==> config.mk <==
export PLATFORM = sky130hd
export DESIGN_NAME = tcte_front_flat
export DESIGN_NICKNAME = d
export VERILOG_FILES = /design/src/design/tcte_pkg.sv /design/src/design/tcte_if.sv /design/src/design/tcte_front.sv /design/src/flat_wrapper.sv
export SDC_FILE = /design/constraint.sdc
export NUM_CORES = 1
export LEC_CHECK = 0
export ABC_CLOCK_PERIOD_IN_PS = 4600
export BUFFER_PORTS_ARGS = -buffer_cell sky130_fd_sc_hd__buf_2
export CORE_MARGIN = 1
export CORE_UTILIZATION = 35
export CTS_CLUSTER_SIZE = 28
export DETAILED_ROUTE_END_ITERATION = 10
export GPL_ROUTABILITY_DRIVEN = 0
export GPL_TIMING_DRIVEN = 0
export PLACE_DENSITY_LB_ADDON = 0.1
export SETUP_SLACK_MARGIN = 0.05
export SLEW_MARGIN = 20
export SYNTH_ARGS = -nofsm -noshare
export SYNTH_HDL_FRONTEND = slang
export SYNTH_SLANG_ARGS = --single-unit
export TNS_END_PERCENT = 1
==> constraint.sdc <==
create_clock -name clk_i -period 4.6 [get_ports clk_i]
set_clock_uncertainty 0.15 [all_clocks]
set_input_delay 0.69 -clock clk_i [delete_from_list [all_inputs] [get_ports clk_i]]
set_output_delay 0.69 -clock clk_i [all_outputs]
set_load 0.01 [all_outputs]
==> src/design/tcte_pkg.sv <==
// Shared types, constants and helpers for the text console teletype engine.
// No dependencies.
`default_nettype none
package tcte_pkg;

  localparam int STORE_ADDR_BITS_DEF = 14;
  localparam int CMD_QUEUE_DEPTH     = 2;

  localparam int CFG_IDX_BITS  = 3;
  localparam int FIELD_AW      = 14;

  localparam logic [CFG_IDX_BITS-1:0] REG_TEXT_START  = 3'd0;
  localparam logic [CFG_IDX_BITS-1:0] REG_ROW_PITCH   = 3'd1;
  localparam logic [CFG_IDX_BITS-1:0] REG_ATTR_OFFSET = 3'd2;
  localparam logic [CFG_IDX_BITS-1:0] REG_ROWS_SHOWN  = 3'd3;
  localparam logic [CFG_IDX_BITS-1:0] REG_COLS_SHOWN  = 3'd4;

  localparam logic [13:0] RST_TEXT_START  = 14'd0;
  localparam logic [7:0]  RST_ROW_PITCH   = 8'd80;
  localparam logic [13:0] RST_ATTR_OFFSET = 14'd2048;
  localparam logic [7:0]  RST_ROWS_SHOWN  = 8'd25;
  localparam logic [7:0]  RST_COLS_SHOWN  = 8'd80;

  localparam logic [2:0] ACT_TTY    = 3'd0;
  localparam logic [2:0] ACT_SETCUR = 3'd1;
  localparam logic [2:0] ACT_READ   = 3'd2;
  localparam logic [2:0] ACT_RUN    = 3'd3;
  localparam logic [2:0] ACT_RUNA   = 3'd4;
  localparam logic [2:0] ACT_SCRUP  = 3'd5;
  localparam logic [2:0] ACT_SCRDN  = 3'd6;

  localparam logic [7:0] CH_BS = 8'd8;
  localparam logic [7:0] CH_LF = 8'd10;
  localparam logic [7:0] CH_CR = 8'd13;
  localparam logic [7:0] BLANK_CHAR = 8'h20;
  localparam logic [7:0] BLANK_ATTR = 8'h0E;

  typedef enum logic [3:0] {
    OP_BS, OP_CR, OP_LF, OP_PUT, OP_SETCUR, OP_READ,
    OP_RUN, OP_RUNA, OP_SCRUP, OP_SCRDN, OP_NOP
  } op_e;

  typedef struct packed {
    op_e         op;
    logic [7:0]  ch;
    logic [3:0]  attr;
    logic [7:0]  c0;
    logic [7:0]  r0;
    logic [7:0]  c1;
    logic [7:0]  r1;
    logic [13:0] count;
  } cmd_t;

  typedef struct packed {
    logic clearing;
    logic idle;
  } stat_t;

  function automatic logic [3:0] to_rgbi(input logic [7:0] a);
    return {a[2:0], a[3]};
  endfunction

  function automatic logic [3:0] to_irgb(input logic [7:0] s);
    logic [7:0] t;
    t = {1'b0, s[7:1]} + {4'b0, s[0], 3'b0};
    return t[3:0];
  endfunction

endpackage
`default_nettype wire

==> src/design/tcte_if.sv <==
// Handshake channels of the console engine: input items, results, config writes.
// No dependencies.
`default_nettype none
interface tcte_in_if;
  logic        valid;
  logic        ready;
  logic [2:0]  action;
  logic [7:0]  char_code;
  logic [7:0]  attr;
  logic [7:0]  col;
  logic [7:0]  row;
  logic [7:0]  col_end;
  logic [7:0]  row_end;
  logic [13:0] count;
  modport source (output valid, action, char_code, attr, col, row, col_end, row_end, count,
                  input ready);
  modport sink (input valid, action, char_code, attr, col, row, col_end, row_end, count,
                output ready);
endinterface

`default_nettype wire

==> src/design/tcte_front.sv <==
// Front end: accepts input beats, classifies them into commands, short command queue.
// Depends on tcte_pkg and tcte_if.
`default_nettype none
module tcte_front
  import tcte_pkg::*;
(
  input  wire logic clk_i,
  input  wire logic rst_ni,
  tcte_in_if.sink   inp_i,
  input  wire logic clearing_i,
  output logic      cmd_valid_o,
  input  wire logic cmd_ready_i,
  output cmd_t      cmd_o
);
  localparam int QAW = $clog2(CMD_QUEUE_DEPTH);

  cmd_t            mem_q [CMD_QUEUE_DEPTH];
  logic [QAW-1:0]  wr_q, rd_q;
  logic [QAW:0]    cnt_q;
  cmd_t            cls;
  logic            push, pop;

  always_comb begin
    cls.ch    = inp_i.char_code;
    cls.attr  = to_rgbi(inp_i.attr);
    cls.c0    = inp_i.col;
    cls.r0    = inp_i.row;
    cls.c1    = inp_i.col_end;
    cls.r1    = inp_i.row_end;
    cls.count = inp_i.count;
    case (inp_i.action)
      ACT_TTY: begin
        if (inp_i.char_code == CH_BS) cls.op = OP_BS;
        else if (inp_i.char_code == CH_CR) cls.op = OP_CR;
        else if (inp_i.char_code == CH_LF) cls.op = OP_LF;
        else cls.op = OP_PUT;
      end
      ACT_SETCUR: cls.op = OP_SETCUR;
      ACT_READ:   cls.op = OP_READ;
      ACT_RUN:    cls.op = OP_RUN;
      ACT_RUNA:   cls.op = OP_RUNA;
      ACT_SCRUP:  cls.op = OP_SCRUP;
      ACT_SCRDN:  cls.op = OP_SCRDN;
      default:    cls.op = OP_NOP;
    endcase
  end

  assign inp_i.ready = !clearing_i && (cnt_q != (QAW+1)'(CMD_QUEUE_DEPTH));
  assign push        = inp_i.valid && inp_i.ready;
  assign cmd_valid_o = (cnt_q != '0);
  assign pop         = cmd_valid_o && cmd_ready_i;
  assign cmd_o       = mem_q[rd_q];

  always_ff @(posedge clk_i) begin
    if (push) begin
      mem_q[wr_q] <= cls;
    end
  end

  always_ff @(posedge clk_i or negedge rst_ni) begin
    if (!rst_ni) begin
      wr_q  <= '0;
      rd_q  <= '0;
      cnt_q <= '0;
    end else begin
      if (push) wr_q <= wr_q + QAW'(1);
      if (pop) rd_q <= rd_q + QAW'(1);
      if (push && !pop) cnt_q <= cnt_q + (QAW+1)'(1);
      else if (pop && !push) cnt_q <= cnt_q - (QAW+1)'(1);
    end
  end
endmodule
`default_nettype wire

==> src/flat_wrapper.sv <==
// flat-port wrapper written by rule: the top's interface ports become plain ports
module tcte_front_flat import tcte_pkg::*;
  (clk_i, rst_ni, clearing_i, cmd_valid_o, cmd_ready_i, cmd_o, inp_i_valid, inp_i_action, inp_i_char_code, inp_i_attr, inp_i_col, inp_i_row, inp_i_col_end, inp_i_row_end, inp_i_count, inp_i_ready);
  tcte_in_if inp_i_i ();
  input  wire logic clk_i;
  input  wire logic rst_ni;
  input  wire logic clearing_i;
  output logic cmd_valid_o;
  input  wire logic cmd_ready_i;
  output cmd_t cmd_o;
  input wire logic [$bits(inp_i_i.valid)-1:0] inp_i_valid;
  input wire logic [$bits(inp_i_i.action)-1:0] inp_i_action;
  input wire logic [$bits(inp_i_i.char_code)-1:0] inp_i_char_code;
  input wire logic [$bits(inp_i_i.attr)-1:0] inp_i_attr;
  input wire logic [$bits(inp_i_i.col)-1:0] inp_i_col;
  input wire logic [$bits(inp_i_i.row)-1:0] inp_i_row;
  input wire logic [$bits(inp_i_i.col_end)-1:0] inp_i_col_end;
  input wire logic [$bits(inp_i_i.row_end)-1:0] inp_i_row_end;
  input wire logic [$bits(inp_i_i.count)-1:0] inp_i_count;
  output wire logic [$bits(inp_i_i.ready)-1:0] inp_i_ready;
  assign inp_i_i.valid = inp_i_valid;
  assign inp_i_i.action = inp_i_action;
  assign inp_i_i.char_code = inp_i_char_code;
  assign inp_i_i.attr = inp_i_attr;
  assign inp_i_i.col = inp_i_col;
  assign inp_i_i.row = inp_i_row;
  assign inp_i_i.col_end = inp_i_col_end;
  assign inp_i_i.row_end = inp_i_row_end;
  assign inp_i_i.count = inp_i_count;
  assign inp_i_ready = inp_i_i.ready;
  tcte_front u_core (.clk_i(clk_i), .rst_ni(rst_ni), .inp_i(inp_i_i), .clearing_i(clearing_i), .cmd_valid_o(cmd_valid_o), .cmd_ready_i(cmd_ready_i), .cmd_o(cmd_o));
endmodule
After elaboration in Yosys (flattened, before gate mapping) --
Memory sizes are Yosys's and may differ from the RTL's. Index checks and enable logic that the tools add are counted.
Cells by class: $add $sub $neg 4, equal/unequal tests 10, reductions and logical operators 11, multiplexer cells 8
Operator list (number):
- $pmux 4 s7 | 1
- $eq 8x4->1 const B | 3
- $eq 3x3->1 const B | 3
- $mux 4 | 2
- $eq 3x2->1 const B | 2
- $logic_and 1x1->1 | 5
- $mux 2 | 2
- $reduce_bool 2->1 | 2
- $eq 3x1->1 const B | 1
- $logic_not 1->1 | 3
- $logic_not 3->1 | 1
- $mux 1 | 3
- $add 1x1->1 const B | 2
- $add 2x1->2 const B | 1
- $ne 2x2->1 const B | 1
- $sub 2x1->2 const B | 1
Word-level totals: input port bits 70, RAM bits 124, word-level logic and storage cells 37, bits in registers 4, memories 1
Memories:
- u_core.mem_q | words 2, bits a word 62, rd ports 1, clocked after memory_dff 0, write ports 1, RTL line tcte_front.sv:17 | cmd_t mem_q [CMD_QUEUE_DEPTH];

Longest topological paths before layout --
Gate-level depths: netlist of run 1.
depth after elaboration 7, mapped depth 7, gate-level depth less buffers 7

Worst setup path after synthesis of run 1 --
No wires, ideal clock.
path type input to register, start point input clearing_i, end point memory u_core.mem_q[0][0] in the netlist's numbering (enable), slack 468 ps, data arrival time 3499 ps, data required time 3968 ps, stages 3, library setup time 482 ps, cell sequence inv_1 o211ai_1 nor2_1
Between the ends: longest elaborated chain between the ends 5
RTL lines:
- start: declaration | RTL line flat_wrapper.sv:7 | input wire logic clearing_i;
- $logic_not 1->1 | RTL line tcte_front.sv:48 | assign inp_i.ready = !clearing_i && (cnt_q != (QAW+1)'(CMD_QUEUE_DEPTH));
- $logic_and 1x1->1 | RTL line tcte_front.sv:48
- $logic_and 1x1->1 | RTL line tcte_front.sv:49 | assign push = inp_i.valid && inp_i.ready;
- $mux 1 | RTL line tcte_front.sv:55 | if (push) begin
- $mux 1 (implied by the code) | RTL line tcte_front.sv:56 | mem_q[wr_q] <= cls;
- end: declaration | RTL line tcte_front.sv:17
Every way passes these cells.

==> results.md, run 1 <==
* Post-Syn Area at between 0.004 and 0.005 mm2
* Fin nets at between 400 and 500
* Commonest non-fill, non-tap cell in the layout: buf_2
* CTS buffer count at 17
* Via Count at about 2500
* N_diodes at 0
* Post-detailed-route via-to-cell ratio at roughly 4.5
* VDD IR-drop max at slightly below 0.2 mV
* Fin util at 46.9%
* IO Pins at around 130
* RSZ-0062 raised after global routing: false
* Final worst path period share at ~57%
* Post-Syn Nets at just under 300
* Max incr delay on CP at ~0.4 ns
* 1st-pass router iterations at 4
* PortBufs at 129
* Largest net degree at the start of global routing at 40
* Share of cells above drive strength 1 at around 58%
* Worst path arrival time at ~1.8 ns
* Clk sink count at 128
* Top Family by Delay on Critical Path: buffers and inverters
* Clk slew on worst S/H paths at 0.05 ns
* Final ANT Viol Nets at 0
* Leak at about 2.3 nW
* Startpoint types: register
* Netlist cell types at 18
* 1st-iter DRT viols at 129
* Max-slew violation count at 0
* CP max-delay cell: mux2_2
* Drt total wl at roughly 8400 um
* Final hold vios at 0
* CP required at between 3 and 4 ns
* Slew margin rel. at 55.8%
* Initial antenna violation count at 0
* Power Total at ~3.6 mW
* Vias in the first global route at 2573
* Power density cells at ~580 mW/mm2
* Hold WS at between 0.3 and 0.4 ns
* Crit Path Class: register to output pin
* Cells after Synth at around 220
* Gates resized, CTS repair at 0
* Sequence of cells on the critical path: buf_2 > buf_2 > mux2_2 > buf_2
* First-pass GRT wire length at about 13000 um
* #FFs+latches synth at 128
* CORE AREA at around 0.013 mm2
* Yosys Warn Count at 0
* Final HPWL DP at 5490 um
* Clock latency on the worst-skew pair at 0.41 ns
* All-Layer GR Usage at between 10% and 20%
* Run status: finished, final reports clean
* Final min period at approximately 2.6 ns
* Buf/Inv on CP at 3
* CP max FO at 10
* Area grow syn2layout at 31.1%
* Worst-margin pin slew at about 0.66 ns
* Max-Cap Viols at 0
* Final setup fails at 0
* Remaining Overflow, GRT at 0
* Crit end category: output pin
* CTS tree: yes
* Async SR Flop Fraction at approximately 3.1%
* CTS Hold Bufs at 1
* Root buf cell: clkbuf_16
* Row Count at 42
* Chip Width at 118 um
* Commonest cells after routing, fill and taps aside: 136 x buf_2, 124 x edfxtp_1, 62 x mux2_2
* Htree depth at 4
* Post-CTS setup buffers at 0
* Initial core utilization at 35.8%
* Most frequent CP cell: buf_2
* HP Class: input port to register
* Die H at between 100 and 150 um
* Seq/Total Area, Yosys at 80.7%
* Number of flops mapped to enable cells by yosys at 124
* Longest Clk Path Bufs at 2
* Max Fclk at around 380 MHz
* Syn Area/Cell at 21.1 um2
* Remaining DRCs at 0
* Post-synth top flop: edfxtp_1
* Routed WL per cell at roughly 15 um
* Die area at 0.0140 mm2
==> path summary, 6_finish.rpt <==
kind	from	to	slack (ns)	cells after the start
min in group asynchronous	rst_ni	u_core.wr_q	0.47	2
max reg2reg	u_core.cnt_q[0]	u_core.mem_q[0][18]	2.47	4
min	inp_i_attr[2]	u_core.mem_q[0][49]	0.32	1
min reg2reg	u_core.cnt_q[1]	u_core.cnt_q[1]	0.41	2
max	u_core.rd_q	cmd_o[37]	1.97	4
max in group asynchronous	rst_ni	u_core.cnt_q[1]	3.71	2
==> routing by layer <==
layer	part of all wire (%)	routed length [um]	GRT usage [%]	vias to the layer above
met5	0	0	0	-
met4	2.4	200	7.93	0
met3	6.8	566	5.02	18
met2	50	4170	21.2	90
met1	41	3450	15.0	1227
li1	-	-	-	1189
==> registers in the layout, indices dropped and copies added, names as in the netlist <==
signal / flops
u_core.rd_q: 1
u_core.cnt_q: 2
u_core.mem_q: 124
u_core.wr_q: 1
==> power breakdown <==
group	leakage (nW)	internal, mW	switching [mW]
Sequential	1.18	1.46	0.0383
Clock	0.249	0.730	0.436
Combinational	0.891	0.450	0.477
Total	2.32	2.63	0.951
==> worst register-to-register path, cell delays in order (launching register included) <==
cell and delay [ns]:
dfrtp_1 0.43, o211ai_1 0.22, nor2_4 0.56, buf_12 0.26, buf_12 0.20
==> through the flow <==
step / area, um2 / setup TNS [ns] / instances / setup slack, ns
after floorplan: 4740 / 0 / 224 / 0.468
after CTS: 6210 / 0 / 565 / 1.90
final: 6210 / 0 / 565 / 1.97
after global routing: 6210 / 0 / 565 / 1.85
after global placement: 5600 / -93.23 / 529 / -1.51
after detailed placement: 5680 / 0 / 532 / 2.00
==> layout make-up <==
cell class / instances / area (um2)
Inverter: 3 / 11.3
Sequential cell: 128 / 3820
Multi-Input combinational cell: 86 / 880
Tap cell: 176 / 220
Fill cell: 1205 / 7030
Clock inverter: 9 / 67.6
Buffer: 7 / 35.0
Clock buffer: 23 / 448
Timing Repair Buffer: 133 / 723
==> cells in the mapped netlist, drive strengths merged (2+ instances only) <==
master | number | area share, %
nor3 | 4 | 0.53
mux2 | 62 | 15
dfrtp | 4 | 2.1
xnor2 | 4 | 0.74
nor2 | 3 | 0.24
a21oi | 2 | 0.21
o21a | 2 | 0.32
xor2 | 3 | 0.55
inv | 3 | 0.24
edfxtp | 124 | 79
buf | 7 | 0.74
==> logic make-up (layout without fill, tap and decap cells) <==
logic type                 Yosys count  count (layout)  synth area share [%]
DFF                                128             128                  80.7
muxes                               62              62                  14.7
and+or+nand+nor                     11              11                  1.32
buffers and inverters               10             175                 0.977
xor gates and xnor gates             7               7                  1.29
AOI/OAI and AO/OA                    5               5                 0.687
adders and majority gates            1               1                 0.264
(Power assumes the default switching activity.)
==> run 2: changes to the inputs <==
Settings changed: ABC_CLOCK_PERIOD_IN_PS 4600 to 2300.
Clock period 4.6 ns to 2.3 ns, I/O delays scaled along.
==> results.md, run 2 (synthesized netlist as in run 1, its figures left out) <==
* Leak at ~2.6 nW
* IO Pins at roughly 130
* Hold Path Sink: u_core.rd_q
* Die area at between 0.01 and 0.015 mm2
* Chip Width at between 100 and 150 um
* VDD IR-drop max at about 0.58 mV
* 1st-pass router iterations at 4
* Power density cells at roughly 1100 mW/mm2
* Longest Clk Path Bufs at 2
* HP Class: input port to register
* R2r endpoint: u_core.mem_q[1][54]
* Htree depth at 4
* Fin nets at about 500
* Commonest non-fill, non-tap cell in the layout: buf_2
* # placed instances at ~530
* R2R setup slack at 0.43 ns
* Initial antenna violation count at 0
* Top reg by flops: u_core.mem_q
* Hold WS at between 0.09 and 0.1 ns
* Clk sink count at around 130
* Die H at 118 um
* Hold Crit Depth at 3
* N_diodes at 0
* Crit Reg-Reg Startpoint: u_core.cnt_q[0]
* Post-detailed-route via-to-cell ratio at approximately 4.4
* Worst path arrival time at roughly 1.6 ns
* Initial core utilization at between 30% and 40%
* Crit end category: output pin
* First-pass GRT wire length at around 14000 um
* Clock latency on the worst-skew pair at between 0.4 and 0.5 ns
* CORE AREA at around 0.013 mm2
* CP required at 1.80 ns
* Remaining Overflow, GRT at 0
* Startpoint types: register
* CP max FO at 10
* # fillers at about 1200
* Final HPWL DP at between 5000 and 6000 um
* Vias in the first global route at 2860
* Worst-margin pin slew at 0.486 ns
* Final min period at ~2.1 ns
* All-Layer GR Usage at around 14%
* Final ANT Viol Nets at 0
* RSZ-0062 raised after global routing: true
* Slew margin rel. at ~68%
* CTS tree: yes
* Post-CTS setup buffers at 0
* Area grow syn2layout at 45.4%
* Remaining DRCs at 0
* Largest regs: u_core.mem_q: 124 flops, u_core.cnt_q: 2 flops
* Max Fclk at between 400 and 500 MHz
* Largest net degree at the start of global routing at 33
* Max reg flops at approximately 120
* Non-Filler Instances at roughly 620
* Drt total wl at ~9000 um
* Via Count at 2743
* PortBufs at approximately 130
* Crit Path Class: register to output pin
* Worst R2R Path Depth at 3
* Final hold vios at 0
* Max-slew violation count at 0
* Final worst path period share at 92.1%
* HP Start: cmd_ready_i
* CTS buffer count at 17
* Share of cells above drive strength 1 at 52.0%
* Routed WL per cell at ~14 um
* Run status: finished, final reports clean
* Clk slew on worst S/H paths at 0.05 ns
* Final setup fails at 0
* Max-Cap Viols at 0
* Commonest cells after routing, fill and taps aside: 129 x buf_2, 124 x edfxtp_1, 62 x mux2_2
* Root buf cell: clkbuf_16
* Row Count at 42
* 1st-iter DRT viols at 120
[run 2: cell types whose count changed in the layout (fill, tap and decap cells not counted), sizes merged]
| cell | change |
|---|---|
| clkbuf | -5 |
| dlygate4sd3 | +58 |
| clkinvlp | -1 |
| bufinv | +2 |
| clkinv | +4 |
| buf | +1 |
[run 2: worst max path at each step]
stage,startpoint,to,slack [ns]
finish,u_core.rd_q,cmd_o[40],0.18
global route,u_core.rd_q,cmd_o[35],0.05
CTS,u_core.rd_q,cmd_o[34],0.12
detailed placement,clearing_i,u_core.mem_q[1][56],0.31
global placement,clearing_i,u_core.mem_q[1][46],-1.43
floorplan,u_core.cnt_q[1],u_core.mem_q[1][0],-0.43
[run 2: where the power goes]
part	switching, mW	total, mW	internal (mW)
registers	0.0791	2.99	2.91
logic	0.977	1.99	1.01
clock network	0.913	2.59	1.68
[run 2: cell type report]
class | count | area, um2 | share of cell area (%)
timing repair buffer | 192 | 1320 | 19.2
tap | 176 | 220 | 3.20
clock buffer | 18 | 429 | 6.23
inverter | 3 | 11.3 | 0.163
sequential | 128 | 3820 | 55.5
multi-input combinational | 86 | 880 | 12.8
clock inverter | 14 | 148 | 2.14
buffer | 7 | 52.6 | 0.763
[run 2: critical path, stage by stage, from the launching register on]
cell and delay (ns):
dfrtp_1 0.32, buf_4 0.18, buf_4 0.22, mux2_2 0.35, buf_2 0.14
[run 2: what timing repair did]
item	in CTS	in global routing
hold buffers	59	0
setup endpoints to repair	59	1
endpoints found under the hold margin	120	0
resized for setup	7	0
[run 2: per-layer routing]
metal	vias to the layer above	part of all wire [%]	global-route usage, %
met3	14	5.3	4.97
met1	1339	42	15.5
met2	83	51	23.1
met5	-	0	0
met4	0	2.3	7.69
li1	1307	-	-
[run 2: through the flow]
step	setup WS, ns	util [%]	TNS [ns]	instance area (um2)	power (mW)
6_report	0.182	52.0	0	6890	7.57
2_1_floorplan	-0.427	-	-26.45	4740	4.21
3_5_place_dp	0.315	43.1	0	5700	4.96
4_1_cts	0.121	52.0	0	6890	7.70
3_3_place_gp	-1.43	42.4	-122.18	5610	4.90
5_1_grt	0.0490	52.0	0	6890	7.94
==> run 3: changes to the inputs <==
==> constraint.sdc (replaced) <==
create_clock -name clk_i -period 2.3 [get_ports clk_i]
set_clock_uncertainty 0.15 [all_clocks]
set_input_delay 0 -clock clk_i [delete_from_list [all_inputs] [get_ports clk_i]]
set_output_delay 0 -clock clk_i [all_outputs]
set_load 0.01 [all_outputs]
==> results.md, run 3 (synthesized netlist as in run 1, its figures left out) <==
* Run status: finished, final reports clean
* Chip Width at ~120 um
* Final setup fails at 0
* Setup WS pre-CTS at about 0.37 ns
* Commonest cells after routing, fill and taps aside: 136 x buf_2, 124 x edfxtp_1, 68 x dlygate4sd3_1
* VDD IR-drop max at 0.577 mV
* Remaining Overflow, GRT at 0
* Fin util at approximately 53%
* CTS tree: yes
* Max incr delay on CP at between 0.5 and 0.6 ns
* Final hold vios at 0
* RSZ-0062 raised after global routing: false
* CP startpoint: inp_i_action[2]
* Fin nets at slightly above 500
* Sequence of cells on the critical path: dlygate4sd3_1 > buf_2 > or4b_1 > nor3_2 > a21oi_1 > dlygate4sd3_1
* Final HPWL DP at 5620 um
* First-pass GRT wire length at approximately 15000 um
* Seq pwr share at between 30% and 40%
* Max-Cap Viols at 0
* Longest Clk Path Bufs at 2
* Crit Path Class: input port to register
* Vias in the first global route at slightly below 3000
* Largest regs: u_core.mem_q: 124 flops, u_core.cnt_q: 2 flops
* 1st-iter DRT viols at 97
* Hold WS at approximately 0.16 ns
* Row Count at 42
* Max-slew violation count at 0
* PortBufs at about 130
* Crit end category: register
* Via Count at approximately 2800
* Die H at ~120 um
* Int Pwr at 5.57 mW
* Comb power frac at a little over a quarter
* Clock latency on the worst-skew pair at between 0.4 and 0.5 ns
* Top reg by flops: u_core.mem_q
* Share of cells above drive strength 1 at 51.0%
* Max Fclk at approximately 480 MHz
* Crit Reg-Reg Startpoint: u_core.cnt_q[0]
* 1st-pass router iterations at 4
* # fillers at about 1200
* Drt total wl at 9110 um
* Largest net degree at the start of global routing at 33
* Routed WL per cell at between 10 and 15 um
* HP Start: inp_i_count[8]
* IO Pins at roughly 130
* # placed instances at roughly 530
* Most frequent CP cell: dlygate4sd3_1
* Final min period at ~2.1 ns
* N_diodes at 0
* Final ANT Viol Nets at 0
* CP max-delay cell: dlygate4sd3_1
* Commonest non-fill, non-tap cell in the layout: buf_2
* CP max FO at 3
* Clk pwr share at about a third
* Leak at approximately 2.6 nW
* Die area at between 0.01 and 0.015 mm2
* Post-detailed-route via-to-cell ratio at roughly 4.4
* Startpoint types: input port
* Gates resized, CTS repair at 0
* Slew margin rel. at slightly below 70%
* Worst path arrival time at 2.08 ns
* Power Total at 7.55 mW
* Power density cells at ~1100 mW/mm2
* Clk sink count at about 130
* Worst-margin pin slew at just under 0.5 ns
* Initial antenna violation count at 0
* Post-CTS setup buffers at 0
* Root buf cell: clkbuf_16
* Remaining DRCs at 0
* CORE AREA at between 0.01 and 0.015 mm2
* CTS Hold Bufs at between 60 and 70
* Area grow syn2layout at 46.9%
* Clk slew on worst S/H paths at 0.05 ns
* CP required at around 2.3 ns
* CTS buffer count at 17
* HP Class: input port to register
* Fin worst setup slack at between 0.2 and 0.25 ns
* All-Layer GR Usage at between 10% and 20%
* Initial core utilization at 35.8%
* P_sw at 1.97 mW
* Final worst path period share at between 90% and 100%
* Max reg flops at about 120
* Switching part of the total at between 20% and 30%
* Htree depth at 4
* Non-Filler Instances at about 630
run 3: worst max-delay path: cells and delay by family:
family                 cells  cell delay [ns]
buffers and inverters      3             1.26
AOI/OAI and AO/OA          1             0.09
and+or+nand+nor            2             0.74
run 3: path summary, 6_finish.rpt:
path,to,slack (ns),depth (start not counted)
setup / recovery,u_core.mem_q[0][58],0.22,6
hold / removal,u_core.mem_q[0][8],0.16,2
min in group asynchronous,u_core.wr_q,0.34,3
max in group asynchronous,u_core.cnt_q[0],1.48,3
setup reg to reg,u_core.mem_q[1][54],0.41,3
hold reg to reg,u_core.wr_q,0.41,1
run 3: metal layers:
metal | track usage (%) | share of wire (%)
met5 | 0 | 0
met4 | 7.69 | 2.3
met3 | 4.97 | 5.3
met2 | 23.6 | 51
met1 | 15.6 | 42
run 3: area by class of cell:
type                    instances  area (um2)  share of cell area [%]
repair buffers                201        1410                    20.3
multi-input cells              86         880                    12.6
flip-flops and latches        128        3820                    54.9
clock buffers                  18         429                    6.17
well taps                     176         220                    3.16
clock inverters                14         148                    2.12
inverters                       3        11.3                   0.162
plain buffers                   7        35.0                   0.503
run 3: power by group through the flow:
stage          combinational [mW]  clock (mW)  sequential (mW)
2_1_floorplan                1.18           0             3.03
3_3_place_gp                 1.85           0             3.05
3_5_place_dp                 1.92           0             3.04
4_1_cts                      2.03        2.66             2.99
5_1_grt                      2.14        2.75             3.02
6_report                     1.97        2.59             2.99
run 3: per-stage QoR:
| stage | area [um2] | TNS [ns] |
|---|---|---|
| 2_1_floorplan | 4740 | -26.45 |
| 3_3_place_gp | 5610 | -115.55 |
| 3_5_place_dp | 5700 | 0 |
| 4_1_cts | 6960 | 0 |
| 5_1_grt | 6960 | 0 |
| 6_report | 6960 | 0 |
